## src/hw/rtl/gyro_tilt_gesture_detector_core_defines.svh

```systemverilog
// ----------------------------------------------------------------------------
// Gyro tilt gesture detector assertion macros
// Shared concurrent assertion forms. They are clocked on the rising edge and
// held off while the synchronous reset is asserted.
// ----------------------------------------------------------------------------
`ifndef GYRO_TILT_GESTURE_DETECTOR_CORE_DEFINES_SVH
`define GYRO_TILT_GESTURE_DETECTOR_CORE_DEFINES_SVH

// The consequent must hold in the same cycle as the antecedent.
`define GTGD_ASSERT_IMP(lbl, clk, rst_n, ante, cons, msg) \
  lbl: assert property (@(posedge clk) disable iff (!rst_n) (ante) |-> (cons)) \
    else $error(msg);

// The consequent must hold in the cycle after the antecedent.
`define GTGD_ASSERT_NXT(lbl, clk, rst_n, ante, cons, msg) \
  lbl: assert property (@(posedge clk) disable iff (!rst_n) (ante) |=> (cons)) \
    else $error(msg);

`endif

```

## src/hw/rtl/gtgd_pkg.sv

```systemverilog
// ----------------------------------------------------------------------------
// Gyro tilt gesture detector package
// Widths, codes, register map and the structs shared by the detector modules.
// ----------------------------------------------------------------------------
package gtgd_pkg;

  // Timestamp arithmetic width; differences wrap modulo 2**TIME_BITS.
  localparam int TIME_BITS = 32;
  localparam int NOW_W     = 32;
  localparam int RATE_W    = 16;
  localparam int CNT_W     = 8;
  localparam int CFG16_W   = 16;
  localparam int SUM_W     = 24;
  // The bias is a quotient of the sum and can span its full range when the
  // sample count is lowered while a calibration is under way.
  localparam int BIAS_W    = SUM_W;
  // Bias-corrected rate and its negation need two bits above the bias.
  localparam int AXIS_W    = BIAS_W + 2;

  // Shift-subtract divider: one quotient bit per step.
  localparam int DIV_STEPS = SUM_W;
  localparam int DIV_CNT_W = $clog2(DIV_STEPS);

  // Configuration port.
  localparam int APB_DATA_W = 32;
  localparam int APB_ADDR_W = 5;
  localparam int REG_IDX_W  = 3;

  localparam logic [REG_IDX_W-1:0] REG_POLL_INTERVAL = 3'd0;
  localparam logic [REG_IDX_W-1:0] REG_SETTLE        = 3'd1;
  localparam logic [REG_IDX_W-1:0] REG_CALIB_COUNT   = 3'd2;
  localparam logic [REG_IDX_W-1:0] REG_RATE_THRESH   = 3'd3;
  localparam logic [REG_IDX_W-1:0] REG_NEUTRAL_RATE  = 3'd4;
  localparam logic [REG_IDX_W-1:0] REG_COOLDOWN      = 3'd5;

  localparam logic [CFG16_W-1:0] RST_POLL_INTERVAL = 16'd20;
  localparam logic [CFG16_W-1:0] RST_SETTLE        = 16'd200;
  localparam logic [CNT_W-1:0]   RST_CALIB_COUNT   = 8'd32;
  localparam logic [CFG16_W-1:0] RST_RATE_THRESH   = 16'd3840;
  localparam logic [CFG16_W-1:0] RST_NEUTRAL_RATE  = 16'd1280;
  localparam logic [CFG16_W-1:0] RST_COOLDOWN      = 16'd500;

  // Event codes.
  localparam logic [1:0] EV_NONE = 2'd0;
  localparam logic [1:0] EV_FWD  = 2'd1;
  localparam logic [1:0] EV_BACK = 2'd2;

  // Screen orientation codes.
  localparam logic [1:0] ORIENT_PORTRAIT = 2'd0;
  localparam logic [1:0] ORIENT_LAND_CW  = 2'd1;
  localparam logic [1:0] ORIENT_INVERTED = 2'd2;
  localparam logic [1:0] ORIENT_LAND_CCW = 2'd3;

  typedef struct packed {
    logic [CFG16_W-1:0] poll_ms;
    logic [CFG16_W-1:0] settle_ms;
    logic [CNT_W-1:0]   calib_count;
    logic [CFG16_W-1:0] rate_threshold;
    logic [CFG16_W-1:0] neutral_rate;
    logic [CFG16_W-1:0] rearm_ms;
  } cfg_t;

  typedef struct packed {
    logic [NOW_W-1:0]         now_ms;
    logic                     enable;
    logic [1:0]               orientation;
    logic                     sample_ok;
    logic signed [RATE_W-1:0] rate_x;
    logic signed [RATE_W-1:0] rate_y;
  } in_item_t;

  typedef struct packed {
    logic [1:0] tilt_event;
    logic       is_awake;
    logic       is_calibrated;
    logic       tilt_held;
  } out_item_t;

  // Controller to datapath.
  typedef struct packed {
    logic capture;
    logic eval;
    logic div_step;
    logic div_last;
    logic push;
  } dp_cmd_t;

  // Datapath to controller.
  typedef struct packed {
    logic need_div;
  } dp_sts_t;

endpackage

```

## src/hw/rtl/gtgd_if.sv

```systemverilog
// ----------------------------------------------------------------------------
// Gyro tilt gesture detector channels
// Valid/ready channels for the input samples and for the results.
// ----------------------------------------------------------------------------
interface gtgd_in_if;
  import gtgd_pkg::*;

  logic                     valid;
  logic                     ready;
  logic [NOW_W-1:0]         now_ms;
  logic                     enable;
  logic [1:0]               orientation;
  logic                     sample_ok;
  logic signed [RATE_W-1:0] rate_x;
  logic signed [RATE_W-1:0] rate_y;

  modport source (
    output valid, now_ms, enable, orientation, sample_ok, rate_x, rate_y,
    input  ready
  );
  modport sink (
    input  valid, now_ms, enable, orientation, sample_ok, rate_x, rate_y,
    output ready
  );
endinterface

interface gtgd_out_if;
  import gtgd_pkg::*;

  logic       valid;
  logic       ready;
  logic [1:0] tilt_event;
  logic       is_awake;
  logic       is_calibrated;
  logic       tilt_held;

  modport source (
    output valid, tilt_event, is_awake, is_calibrated, tilt_held,
    input  ready
  );
  modport sink (
    input  valid, tilt_event, is_awake, is_calibrated, tilt_held,
    output ready
  );
endinterface

```

## src/hw/rtl/gyro_tilt_gesture_detector_core.sv

```systemverilog
// ----------------------------------------------------------------------------
// Gyro tilt gesture detector core
// Wake/sleep control, gyro bias calibration and forward/back tilt detection.
// ----------------------------------------------------------------------------
// Each accepted sample produces exactly one result, in order. The core works
// on one sample at a time: a sample is captured, evaluated and loaded into
// the output register, and for the sample that completes calibration a
// shift-subtract divider runs after evaluation, producing one quotient bit
// per cycle for both axes at once, before loading. The output register sits
// between the two sides, so the next sample is accepted while a finished
// result still waits to be taken; a result that finds the output register
// full waits until it drains. Configuration is written through an APB-style
// port (registers at byte offsets 0x00..0x14) and should only change while
// no sample is in flight.
// ----------------------------------------------------------------------------
`include "gyro_tilt_gesture_detector_core_defines.svh"

module gyro_tilt_gesture_detector_core (
  input  logic                            clk,
  input  logic                            rst_n,
  gtgd_in_if.sink                         in_ch,
  gtgd_out_if.source                      out_ch,
  input  logic                            cfg_psel,
  input  logic                            cfg_penable,
  input  logic                            cfg_pwrite,
  input  logic [gtgd_pkg::APB_ADDR_W-1:0] cfg_paddr,
  input  logic [gtgd_pkg::APB_DATA_W-1:0] cfg_pwdata,
  output logic [gtgd_pkg::APB_DATA_W-1:0] cfg_prdata,
  output logic                            cfg_pready
);
  import gtgd_pkg::*;

  cfg_t      cfg;
  dp_cmd_t   cmd;
  dp_sts_t   sts;
  in_item_t  in_item;
  out_item_t out_item;

  // Configuration registers. Reads return the stored value; unused offsets
  // read as zero and ignore writes.
  gtgd_regs u_regs (
    .clk     (clk),
    .rst_n   (rst_n),
    .psel    (cfg_psel),
    .penable (cfg_penable),
    .pwrite  (cfg_pwrite),
    .paddr   (cfg_paddr),
    .pwdata  (cfg_pwdata),
    .prdata  (cfg_prdata),
    .pready  (cfg_pready),
    .cfg     (cfg)
  );

  // The controller owns both handshakes. It takes a sample only when idle,
  // then steps the datapath through evaluation and, when calibration just
  // finished, the bias division.
  gtgd_ctrl u_ctrl (
    .clk       (clk),
    .rst_n     (rst_n),
    .in_valid  (in_ch.valid),
    .in_ready  (in_ch.ready),
    .out_valid (out_ch.valid),
    .out_ready (out_ch.ready),
    .sts       (sts),
    .cmd       (cmd)
  );

  assign in_item = '{now_ms:      in_ch.now_ms,
                     enable:      in_ch.enable,
                     orientation: in_ch.orientation,
                     sample_ok:   in_ch.sample_ok,
                     rate_x:      in_ch.rate_x,
                     rate_y:      in_ch.rate_y};

  // The datapath keeps the detector state. The status flags of a result are
  // the state after its sample, read from the state registers at hand-off.
  gtgd_dp u_dp (
    .clk      (clk),
    .rst_n    (rst_n),
    .cfg      (cfg),
    .cmd      (cmd),
    .sts      (sts),
    .in_item  (in_item),
    .out_item (out_item)
  );

  assign out_ch.tilt_event    = out_item.tilt_event;
  assign out_ch.is_awake      = out_item.is_awake;
  assign out_ch.is_calibrated = out_item.is_calibrated;
  assign out_ch.tilt_held     = out_item.tilt_held;

  // A reported tilt always leaves the detector awake, calibrated and holding.
  `GTGD_ASSERT_IMP(a_event_state, clk, rst_n, out_ch.valid && out_ch.tilt_event != EV_NONE, out_ch.tilt_held && out_ch.is_calibrated && out_ch.is_awake, "tilt reported outside held calibrated state")
  // Sleeping clears calibration and any held tilt.
  `GTGD_ASSERT_IMP(a_sleep_clears, clk, rst_n, out_ch.valid && !out_ch.is_awake, !out_ch.is_calibrated && !out_ch.tilt_held, "asleep with calibration or held tilt")
  // Only the three defined event codes are ever produced.
  `GTGD_ASSERT_IMP(a_event_code, clk, rst_n, out_ch.valid, out_ch.tilt_event == EV_NONE || out_ch.tilt_event == EV_FWD || out_ch.tilt_event == EV_BACK, "undefined tilt event code")
  // A transfer on the input starts work, so the core is busy on the next cycle.
  `GTGD_ASSERT_NXT(a_busy_after_take, clk, rst_n, in_ch.valid && in_ch.ready, !in_ch.ready, "input taken while a sample is in flight")

endmodule

```

## src/hw/rtl/gtgd_regs.sv

```systemverilog
// ----------------------------------------------------------------------------
// Gyro tilt gesture detector register file
// APB-style configuration registers with read-back.
// ----------------------------------------------------------------------------
module gtgd_regs (
  input  logic                            clk,
  input  logic                            rst_n,
  input  logic                            psel,
  input  logic                            penable,
  input  logic                            pwrite,
  input  logic [gtgd_pkg::APB_ADDR_W-1:0] paddr,
  input  logic [gtgd_pkg::APB_DATA_W-1:0] pwdata,
  output logic [gtgd_pkg::APB_DATA_W-1:0] prdata,
  output logic                            pready,
  output gtgd_pkg::cfg_t                  cfg
);
  import gtgd_pkg::*;

  cfg_t                 cfg_r;
  logic                 wr_en;
  logic [REG_IDX_W-1:0] idx;

  assign pready = 1'b1;
  assign wr_en  = psel && penable && pwrite;
  assign idx    = paddr[APB_ADDR_W-1:2];
  assign cfg    = cfg_r;

  always_ff @(posedge clk) begin
    if (!rst_n) begin
      cfg_r.poll_ms        <= RST_POLL_INTERVAL;
      cfg_r.settle_ms      <= RST_SETTLE;
      cfg_r.calib_count    <= RST_CALIB_COUNT;
      cfg_r.rate_threshold <= RST_RATE_THRESH;
      cfg_r.neutral_rate   <= RST_NEUTRAL_RATE;
      cfg_r.rearm_ms       <= RST_COOLDOWN;
    end else if (wr_en) begin
      case (idx)
        REG_POLL_INTERVAL: cfg_r.poll_ms        <= pwdata[CFG16_W-1:0];
        REG_SETTLE:        cfg_r.settle_ms      <= pwdata[CFG16_W-1:0];
        REG_CALIB_COUNT:   cfg_r.calib_count    <= pwdata[CNT_W-1:0];
        REG_RATE_THRESH:   cfg_r.rate_threshold <= pwdata[CFG16_W-1:0];
        REG_NEUTRAL_RATE:  cfg_r.neutral_rate   <= pwdata[CFG16_W-1:0];
        REG_COOLDOWN:      cfg_r.rearm_ms       <= pwdata[CFG16_W-1:0];
        default: ;
      endcase
    end
  end

  always_comb begin
    case (idx)
      REG_POLL_INTERVAL: prdata = APB_DATA_W'(cfg_r.poll_ms);
      REG_SETTLE:        prdata = APB_DATA_W'(cfg_r.settle_ms);
      REG_CALIB_COUNT:   prdata = APB_DATA_W'(cfg_r.calib_count);
      REG_RATE_THRESH:   prdata = APB_DATA_W'(cfg_r.rate_threshold);
      REG_NEUTRAL_RATE:  prdata = APB_DATA_W'(cfg_r.neutral_rate);
      REG_COOLDOWN:      prdata = APB_DATA_W'(cfg_r.rearm_ms);
      default:           prdata = '0;
    endcase
  end

endmodule

```

## src/hw/rtl/gtgd_ctrl.sv

```systemverilog
// ----------------------------------------------------------------------------
// Gyro tilt gesture detector controller
// Sequences capture, evaluation, bias division and result hand-off.
// ----------------------------------------------------------------------------
module gtgd_ctrl (
  input  logic              clk,
  input  logic              rst_n,
  input  logic              in_valid,
  output logic              in_ready,
  output logic              out_valid,
  input  logic              out_ready,
  input  gtgd_pkg::dp_sts_t sts,
  output gtgd_pkg::dp_cmd_t cmd
);
  import gtgd_pkg::*;

  typedef enum logic [3:0] {
    S_IDLE = 4'b0001,
    S_EVAL = 4'b0010,
    S_DIV  = 4'b0100,
    S_PUSH = 4'b1000
  } state_t;

  state_t               state_r, state_nxt;
  logic [DIV_CNT_W-1:0] step_r, step_nxt;
  logic                 out_valid_r, out_valid_nxt;
  logic                 out_free;

  assign in_ready  = (state_r == S_IDLE);
  assign out_valid = out_valid_r;
  // The output register can take a new result if empty or emptied this cycle.
  assign out_free  = !out_valid_r || out_ready;

  always_comb begin
    state_nxt     = state_r;
    step_nxt      = step_r;
    cmd           = '0;
    out_valid_nxt = out_valid_r && !out_ready;
    case (state_r)
      S_IDLE: begin
        if (in_valid) begin
          cmd.capture = 1'b1;
          state_nxt   = S_EVAL;
        end
      end
      S_EVAL: begin
        cmd.eval = 1'b1;
        if (sts.need_div) begin
          step_nxt  = DIV_CNT_W'(DIV_STEPS - 1);
          state_nxt = S_DIV;
        end else begin
          state_nxt = S_PUSH;
        end
      end
      S_DIV: begin
        cmd.div_step = 1'b1;
        if (step_r == '0) begin
          cmd.div_last = 1'b1;
          state_nxt    = S_PUSH;
        end else begin
          step_nxt = step_r - 1'b1;
        end
      end
      S_PUSH: begin
        if (out_free) begin
          cmd.push      = 1'b1;
          out_valid_nxt = 1'b1;
          state_nxt     = S_IDLE;
        end
      end
      default: state_nxt = S_IDLE;
    endcase
  end

  always_ff @(posedge clk) begin
    if (!rst_n) begin
      state_r     <= S_IDLE;
      step_r      <= '0;
      out_valid_r <= 1'b0;
    end else begin
      state_r     <= state_nxt;
      step_r      <= step_nxt;
      out_valid_r <= out_valid_nxt;
    end
  end

endmodule

```

## src/hw/rtl/gtgd_dp.sv

```systemverilog
// ----------------------------------------------------------------------------
// Gyro tilt gesture detector datapath
// Detector state, calibration sums, bias divider and tilt decision logic.
// ----------------------------------------------------------------------------
module gtgd_dp (
  input  logic                clk,
  input  logic                rst_n,
  input  gtgd_pkg::cfg_t      cfg,
  input  gtgd_pkg::dp_cmd_t   cmd,
  output gtgd_pkg::dp_sts_t   sts,
  input  gtgd_pkg::in_item_t  in_item,
  output gtgd_pkg::out_item_t out_item
);
  import gtgd_pkg::*;

  // Captured input and registered result.
  in_item_t  item_r;
  out_item_t out_r;

  // Detector state.
  logic                     awake_r, holding_r, calib_done_r;
  logic [TIME_BITS-1:0]     last_poll_r, last_tilt_r, wake_r;
  logic [CNT_W-1:0]         calib_seen_r;
  logic signed [SUM_W-1:0]  sum_x_r, sum_y_r;
  logic signed [BIAS_W-1:0] bias_x_r, bias_y_r;
  logic [1:0]               ev_r;

  // Divider lanes: lane 0 is X, lane 1 is Y.
  logic [SUM_W-1:0] dq_r   [2];
  logic [CNT_W-1:0] drem_r [2];
  logic             dneg_r [2];
  logic [CNT_W-1:0] ddvs_r;
  logic [SUM_W-1:0] dq_nxt   [2];
  logic [CNT_W-1:0] drem_nxt [2];
  logic [CNT_W:0]   dtrial   [2];
  logic [CNT_W:0]   ddiff    [2];
  logic [BIAS_W-1:0] dres    [2];

  // Evaluation terms.
  logic [TIME_BITS-1:0]     now, el_poll, el_wake, el_tilt;
  logic                     en, wake, sleep_req, poll_pass, settle_pass, cool_pass;
  logic signed [SUM_W-1:0]  sum_x_add, sum_y_add;
  logic [SUM_W-1:0]         mag_x_sum, mag_y_sum;
  logic [CNT_W-1:0]         cnt, seen_inc;
  logic                     calib_step, finish;
  logic signed [AXIS_W-1:0] cx, cy, axis, mag, thr_s, neu_s;
  logic                     over, under, rel_ok;

  always_comb begin
    now         = item_r.now_ms[TIME_BITS-1:0];
    el_poll     = now - last_poll_r;
    el_wake     = now - wake_r;
    el_tilt     = now - last_tilt_r;
    en          = item_r.enable;
    wake        = en && !awake_r;
    sleep_req   = !en && awake_r;
    poll_pass   = el_poll >= TIME_BITS'(cfg.poll_ms);
    settle_pass = el_wake >= TIME_BITS'(cfg.settle_ms);
    cool_pass   = el_tilt >= TIME_BITS'(cfg.rearm_ms);

    sum_x_add = sum_x_r + SUM_W'(item_r.rate_x);
    sum_y_add = sum_y_r + SUM_W'(item_r.rate_y);
    mag_x_sum = sum_x_add[SUM_W-1] ? SUM_W'(-sum_x_add) : SUM_W'(sum_x_add);
    mag_y_sum = sum_y_add[SUM_W-1] ? SUM_W'(-sum_y_add) : SUM_W'(sum_y_add);
    // A zero sample count behaves as one.
    cnt        = (cfg.calib_count == '0) ? CNT_W'(1) : cfg.calib_count;
    seen_inc   = calib_seen_r + 1'b1;
    calib_step = en && awake_r && poll_pass && item_r.sample_ok && settle_pass &&
                 !calib_done_r;
    finish     = calib_step && (seen_inc >= cnt);

    cx = AXIS_W'(item_r.rate_x) - AXIS_W'(bias_x_r);
    cy = AXIS_W'(item_r.rate_y) - AXIS_W'(bias_y_r);
    case (item_r.orientation)
      ORIENT_LAND_CW:  axis = cy;
      ORIENT_INVERTED: axis = cx;
      ORIENT_LAND_CCW: axis = -cy;
      default:         axis = -cx;
    endcase
    mag    = axis[AXIS_W-1] ? -axis : axis;
    thr_s  = $signed(AXIS_W'(cfg.rate_threshold));
    neu_s  = $signed(AXIS_W'(cfg.neutral_rate));
    over   = axis > thr_s;
    under  = axis < -thr_s;
    rel_ok = mag < neu_s;
  end

  assign sts.need_div = finish;
  assign out_item     = out_r;

  // One restoring-division step per lane.
  always_comb begin
    for (int i = 0; i < 2; i++) begin
      dtrial[i]   = {drem_r[i], dq_r[i][SUM_W-1]};
      ddiff[i]    = dtrial[i] - {1'b0, ddvs_r};
      if (dtrial[i] >= {1'b0, ddvs_r}) begin
        drem_nxt[i] = ddiff[i][CNT_W-1:0];
        dq_nxt[i]   = {dq_r[i][SUM_W-2:0], 1'b1};
      end else begin
        drem_nxt[i] = dtrial[i][CNT_W-1:0];
        dq_nxt[i]   = {dq_r[i][SUM_W-2:0], 1'b0};
      end
      // The quotient magnitude never exceeds the sum's, so it fits the bias.
      dres[i] = dneg_r[i] ? BIAS_W'(-dq_nxt[i]) : BIAS_W'(dq_nxt[i]);
    end
  end

  always_ff @(posedge clk) begin
    if (cmd.capture) begin
      item_r <= in_item;
    end
    if (cmd.push) begin
      out_r <= '{tilt_event: ev_r, is_awake: awake_r, is_calibrated: calib_done_r,
                 tilt_held: holding_r};
    end
    if (cmd.eval && finish) begin
      dq_r[0]   <= mag_x_sum;
      dq_r[1]   <= mag_y_sum;
      dneg_r[0] <= sum_x_add[SUM_W-1];
      dneg_r[1] <= sum_y_add[SUM_W-1];
      drem_r[0] <= '0;
      drem_r[1] <= '0;
      ddvs_r    <= cnt;
    end else if (cmd.div_step) begin
      dq_r[0]   <= dq_nxt[0];
      dq_r[1]   <= dq_nxt[1];
      drem_r[0] <= drem_nxt[0];
      drem_r[1] <= drem_nxt[1];
    end
  end

  always_ff @(posedge clk) begin
    if (!rst_n) begin
      awake_r      <= 1'b0;
      holding_r    <= 1'b0;
      calib_done_r <= 1'b0;
      last_poll_r  <= '0;
      last_tilt_r  <= '0;
      wake_r       <= '0;
      calib_seen_r <= '0;
      sum_x_r      <= '0;
      sum_y_r      <= '0;
      bias_x_r     <= '0;
      bias_y_r     <= '0;
      ev_r         <= EV_NONE;
    end else begin
      if (cmd.eval) begin
        ev_r <= EV_NONE;
        if (wake) begin
          awake_r      <= 1'b1;
          last_poll_r  <= now;
          last_tilt_r  <= now;
          wake_r       <= now;
          calib_done_r <= 1'b0;
          calib_seen_r <= '0;
          sum_x_r      <= '0;
          sum_y_r      <= '0;
          bias_x_r     <= '0;
          bias_y_r     <= '0;
        end else if (sleep_req) begin
          awake_r      <= 1'b0;
          holding_r    <= 1'b0;
          calib_done_r <= 1'b0;
          calib_seen_r <= '0;
          sum_x_r      <= '0;
          sum_y_r      <= '0;
          bias_x_r     <= '0;
          bias_y_r     <= '0;
        end else if (en && poll_pass) begin
          last_poll_r <= now;
          if (item_r.sample_ok && settle_pass) begin
            if (!calib_done_r) begin
              sum_x_r      <= sum_x_add;
              sum_y_r      <= sum_y_add;
              calib_seen_r <= seen_inc;
              if (finish) begin
                calib_done_r <= 1'b1;
              end
            end else if (holding_r) begin
              if (rel_ok) begin
                holding_r <= 1'b0;
              end
            end else if (cool_pass) begin
              if (over) begin
                holding_r   <= 1'b1;
                last_tilt_r <= now;
                ev_r        <= EV_FWD;
              end else if (under) begin
                holding_r   <= 1'b1;
                last_tilt_r <= now;
                ev_r        <= EV_BACK;
              end
            end
          end
        end
      end
      if (cmd.div_step && cmd.div_last) begin
        bias_x_r <= $signed(dres[0]);
        bias_y_r <= $signed(dres[1]);
      end
    end
  end

endmodule
```

## src/flat_wrapper.sv

```systemverilog
// flat-port wrapper written by rule: the top's interface ports become plain ports
module gyro_tilt_gesture_detector_core_flat import gtgd_pkg::*;
  (clk, rst_n, cfg_psel, cfg_penable, cfg_pwrite, cfg_paddr, cfg_pwdata, cfg_prdata, cfg_pready, in_ch_valid, in_ch_now_ms, in_ch_enable, in_ch_orientation, in_ch_sample_ok, in_ch_rate_x, in_ch_rate_y, in_ch_ready, out_ch_valid, out_ch_tilt_event, out_ch_is_awake, out_ch_is_calibrated, out_ch_tilt_held, out_ch_ready);
  gtgd_in_if in_ch_i ();
  gtgd_out_if out_ch_i ();
  input  logic clk;
  input  logic rst_n;
  input  logic cfg_psel;
  input  logic cfg_penable;
  input  logic cfg_pwrite;
  input  logic [gtgd_pkg::APB_ADDR_W-1:0] cfg_paddr;
  input  logic [gtgd_pkg::APB_DATA_W-1:0] cfg_pwdata;
  output logic [gtgd_pkg::APB_DATA_W-1:0] cfg_prdata;
  output logic cfg_pready;
  input wire logic [$bits(in_ch_i.valid)-1:0] in_ch_valid;
  input wire logic [$bits(in_ch_i.now_ms)-1:0] in_ch_now_ms;
  input wire logic [$bits(in_ch_i.enable)-1:0] in_ch_enable;
  input wire logic [$bits(in_ch_i.orientation)-1:0] in_ch_orientation;
  input wire logic [$bits(in_ch_i.sample_ok)-1:0] in_ch_sample_ok;
  input wire logic [$bits(in_ch_i.rate_x)-1:0] in_ch_rate_x;
  input wire logic [$bits(in_ch_i.rate_y)-1:0] in_ch_rate_y;
  output wire logic [$bits(in_ch_i.ready)-1:0] in_ch_ready;
  output wire logic [$bits(out_ch_i.valid)-1:0] out_ch_valid;
  output wire logic [$bits(out_ch_i.tilt_event)-1:0] out_ch_tilt_event;
  output wire logic [$bits(out_ch_i.is_awake)-1:0] out_ch_is_awake;
  output wire logic [$bits(out_ch_i.is_calibrated)-1:0] out_ch_is_calibrated;
  output wire logic [$bits(out_ch_i.tilt_held)-1:0] out_ch_tilt_held;
  input wire logic [$bits(out_ch_i.ready)-1:0] out_ch_ready;
  assign in_ch_i.valid = in_ch_valid;
  assign in_ch_i.now_ms = in_ch_now_ms;
  assign in_ch_i.enable = in_ch_enable;
  assign in_ch_i.orientation = in_ch_orientation;
  assign in_ch_i.sample_ok = in_ch_sample_ok;
  assign in_ch_i.rate_x = in_ch_rate_x;
  assign in_ch_i.rate_y = in_ch_rate_y;
  assign in_ch_ready = in_ch_i.ready;
  assign out_ch_valid = out_ch_i.valid;
  assign out_ch_tilt_event = out_ch_i.tilt_event;
  assign out_ch_is_awake = out_ch_i.is_awake;
  assign out_ch_is_calibrated = out_ch_i.is_calibrated;
  assign out_ch_tilt_held = out_ch_i.tilt_held;
  assign out_ch_i.ready = out_ch_ready;
  gyro_tilt_gesture_detector_core u_core (.clk(clk), .rst_n(rst_n), .in_ch(in_ch_i), .out_ch(out_ch_i), .cfg_psel(cfg_psel), .cfg_penable(cfg_penable), .cfg_pwrite(cfg_pwrite), .cfg_paddr(cfg_paddr), .cfg_pwdata(cfg_pwdata), .cfg_prdata(cfg_prdata), .cfg_pready(cfg_pready));
endmodule
```

## config.mk

```make
export PLATFORM = sky130hd
export DESIGN_NAME = gyro_tilt_gesture_detector_core_flat
export DESIGN_NICKNAME = d
export VERILOG_FILES = /design/src/hw/rtl/gtgd_pkg.sv /design/src/hw/rtl/gtgd_if.sv /design/src/hw/rtl/gyro_tilt_gesture_detector_core.sv /design/src/hw/rtl/gtgd_regs.sv /design/src/hw/rtl/gtgd_ctrl.sv /design/src/hw/rtl/gtgd_dp.sv /design/src/flat_wrapper.sv
export VERILOG_INCLUDE_DIRS = /design/src /design/src/hw/rtl
export SDC_FILE = /design/constraint.sdc
export NUM_CORES = 2
export LEC_CHECK = 0
export BUFFER_PORTS_ARGS = -buffer_cell sky130_fd_sc_hd__buf_2
export CAP_MARGIN = 20
export CELL_PAD_IN_SITES_DETAIL_PLACEMENT = 2
export CELL_PAD_IN_SITES_GLOBAL_PLACEMENT = 2
export CORE_MARGIN = 3
export CORE_UTILIZATION = 42
export DETAILED_ROUTE_END_ITERATION = 10
export GPL_TIMING_DRIVEN = 0
export PLACE_DENSITY = 0.91
export SYNTH_ARGS = -nofsm -noshare
export SYNTH_HDL_FRONTEND = slang
export SYNTH_HIERARCHICAL = 1
export SYNTH_SLANG_ARGS = --single-unit
```

## constraint.sdc

```tcl
create_clock -name clk -period 9.4 [get_ports clk]
set_clock_uncertainty 0.1 [all_clocks]
set_input_delay 0.47 -clock clk [delete_from_list [all_inputs] [get_ports clk]]
set_output_delay 0.47 -clock clk [all_outputs]
set_load 0.005 [all_outputs]
```

==> flow_metrics.tcl <==
set metrics [dict create \
    status "complete, no violations" \
    period_needed_ps 9310 \
    htree_num_levels 2 \
    port_buffers 115 \
    drive_gt1_frac 0.0867 \
    setup_viol 0 \
    first_pass_iters 6 \
    grt_overflow_total 0 \
    power_frac_comb 0.277 \
    grt_pass1_wl_mm 325 \
    grt_max_degree 65 \
    cts_tree "built" \
    wl_mm 225 \
    synth_top_area_frac 0.169 \
    dp_hpwl_mm 126 \
    fin_crit_sh 0.991 \
    seqPwrFrac 0.342 \
    path_max_fanout 10 \
    critPathLaunchType "flip-flop" \
    finalHoldViolations 0 \
    syn_inst 4290 \
    core-area_mm2 0.0841 \
    ys_top_cells_by_area "dfxtp_1 17%, edfxtp_1 12%, ha_1 11%" \
    drc 0 \
    die-area_mm2 0.0888 \
    cts_buffers 55 \
    fmax_mhz 107 \
    p_sw_mw 2.33 \
    ys_ff_latch 450 \
    min_from "cfg_pwdata[4]" \
    ys_seq_area_frac 0.293 \
    required_ps 9800 \
    p_leak_nw 15.9 \
    fp-row-count 106 \
    worst_r2r_startpoint "u_core/u_dp/item_r[0]" \
    die_h_um 298 \
    p_int_mw 3.89 \
    area_delta_synth_final_pct 13.3 \
    synthArstFlopShare 0 \
    worst_path_max_delay_cell "a2111oi_2" \
    initial_utilization 0.426 \
    peakVddDrop_mv 0.190 \
    cp-end-kind "flip-flop" \
    place_congestion 0.961 \
    root_buffer "clkbuf_16" \
    r2r_slack_ps 90 \
    cp.arrival_ps 9710 \
    switching_share 0.374 \
    synth_common_cells "462 x nand2_1, 365 x inv_1, 341 x nor2_1" \
    worstHoldEndpoint "u_core/u_regs/cfg[4]" \
    clkPwrFrac 0.382 \
    drtIter0Drc 5619 \
    antenna_found_initial 21 \
    io-pin-count 152 \
    powerDensity_mw_per_mm2 153 \
    cts.sinks 450 \
    cts.clk_slew.worst_paths_ps 70 \
    synth_area_mm2 0.0358 \
    insertion_delay_ps 690 \
    grt_pass1_vias 45800 \
    slew_violations 0 \
    cap_violations 0 \
    ys.flop_type "dfxtp_1" \
    critPathKind "flip-flop to flip-flop" \
    ys_types 114 \
    rr_worst_depth 31 \
    tns_ps 0 \
    worstReg2RegEnd "u_core/u_dp/holding_r" \
    synth_warnings 6 \
    ant_nets 0 \
    avgSynthCellArea_um2 8.34 \
    vias_per_cell 7.38 \
    hold_depth 3 \
    holdWs_ps 26.3 \
    ctsLongestPathBuffers 3 \
    final_nets 5006 \
    cp_common_cell "a21oi_1" \
    yosysMostFrequentCell "nand2_1" \
    wl_per_cell_um 39.1 \
    holdCritPathClass "input port to flip-flop" \
    cpPeakStageDelay_ps 660 \
    synth_top_cell_by_area "dfxtp_1" \
    vias 42500 \
    nFillCells 9220 \
    grt_util_all_layers 0.487 \
    relSlewSlack 0.179 \
    synth-edff-count 147 \
    worstMarginPinSlew_ps 1230 \
    die_w_um 298 \
]
## kinds of logic (layout without fill, tap and decap cells)
kind of cell	count (synthesis)	count (layout)	share of synthesized area
compound gates	1081	1081	0.205
xor+xnor	251	251	0.0614
flops	450	450	0.293
simple gates	1384	1384	0.190
fa+ha+maj	337	337	0.120
mux	232	232	0.0674
buf+inv	553	852	0.0636
other cells	2	36	0.000210
## power groups by stage
stage	combinational (mW)	clock [mW]	sequential (mW)
floorplan	0.916	0	2.12
global placement	1.24	0	2.15
detailed placement	1.37	0	2.15
CTS	1.52	2.33	2.11
global route	1.76	2.43	2.12
finish	1.72	2.37	2.12
## what timing repair did
item / 4_1_cts / 5_1_grt
hold buffers: 68 / 0
buffers inserted: 0 / 1
resized for setup: 0 / 6
endpoints found under the setup margin: 0 / 17
endpoints found under the hold margin: 68 / 0
## area by class of cell
class	instances	area (um2)	share of cell area
antenna	19	47.5	0.00117
buffer	186	900	0.0222
clock buffer	92	1710	0.0421
clock inverter	12	149	0.00367
inverter	367	1380	0.0341
multi-input combinational	3302	23100	0.570
sequential	450	10500	0.258
tap	1134	1420	0.0350
timing repair buffer	195	1350	0.0334
## stage by stage
step / util / area [um2] / instances / setup WS, ps / power (mW)
after global placement: 0.450 / 37800 / 5554 / 1190 / 3.39
after global routing: 0.482 / 40500 / 5739 / -5.90 / 6.31
after CTS: 0.481 / 40400 / 5729 / 493 / 5.97
after floorplan: - / 35800 / 4305 / 3000 / 3.03
after detailed placement: 0.451 / 37900 / 5557 / 834 / 3.52
final: 0.482 / 40600 / 5757 / 86.4 / 6.22
## flip-flops by register name (all words and copies together) (netlist names), 32 cells and up
register	flops
u_core/u_dp/wake_r	32
u_core/u_dp/last_tilt_r	32
u_core/u_dp/dq_r	48
u_core/u_dp/now	32
u_core/u_regs/cfg	88
u_core/u_dp/last_poll_r	32
u_core/u_dp/item_r	35
## metal layers
metal | GRT usage | vias up | share of wire
met5 | 0.00920 | - | 0.00084
met4 | 0.419 | 14 | 0.11
met3 | 0.166 | 1874 | 0.11
met2 | 0.764 | 3907 | 0.44
met1 | 0.526 | 20700 | 0.34
li1 | - | 16000 | -
## cell usage in the layout, fill, tap and decap left out, drive strengths merged, types with 177 or more instances in the layout
master	Yosys	layout
a21oi	249	249
buf	67	191
clkbuf	119	213
dfxtp	303	303
ha	328	328
inv	365	368
mux2i	177	177
nand2	464	464
nor2	343	343
o21ai	228	228
## worst max path at each step
stage	startpoint	end	slack (ps)	cells after the start
3_5_place_dp	u_core/u_dp/item_r[0]	u_core/u_dp/holding_r	830	31
3_3_place_gp	u_core/u_dp/now[1]	u_core/u_dp/dq_r[0][46]	1190	22
4_1_cts	u_core/u_dp/item_r[0]	u_core/u_dp/holding_r	490	31
2_1_floorplan	u_core/u_dp/now[1]	u_core/u_dp/dq_r[0][0]	3000	24
5_1_grt	u_core/u_dp/item_r[0]	u_core/u_dp/holding_r	-6	31
6_report	u_core/u_dp/item_r[0]	u_core/u_dp/holding_r	90	31
## critical path, delay by kind of cell (launching register included)
family	cells	cell delay [ps]
xor gates and xnor gates	1	170
AOI/OAI and AO/OA	13	3770
buffers and inverters	3	860
muxes	1	330
adders and majority gates	3	1110
DFF	1	430
and+or+nand+nor	10	2330
Note: power is estimated with default switching activity, not from simulation.
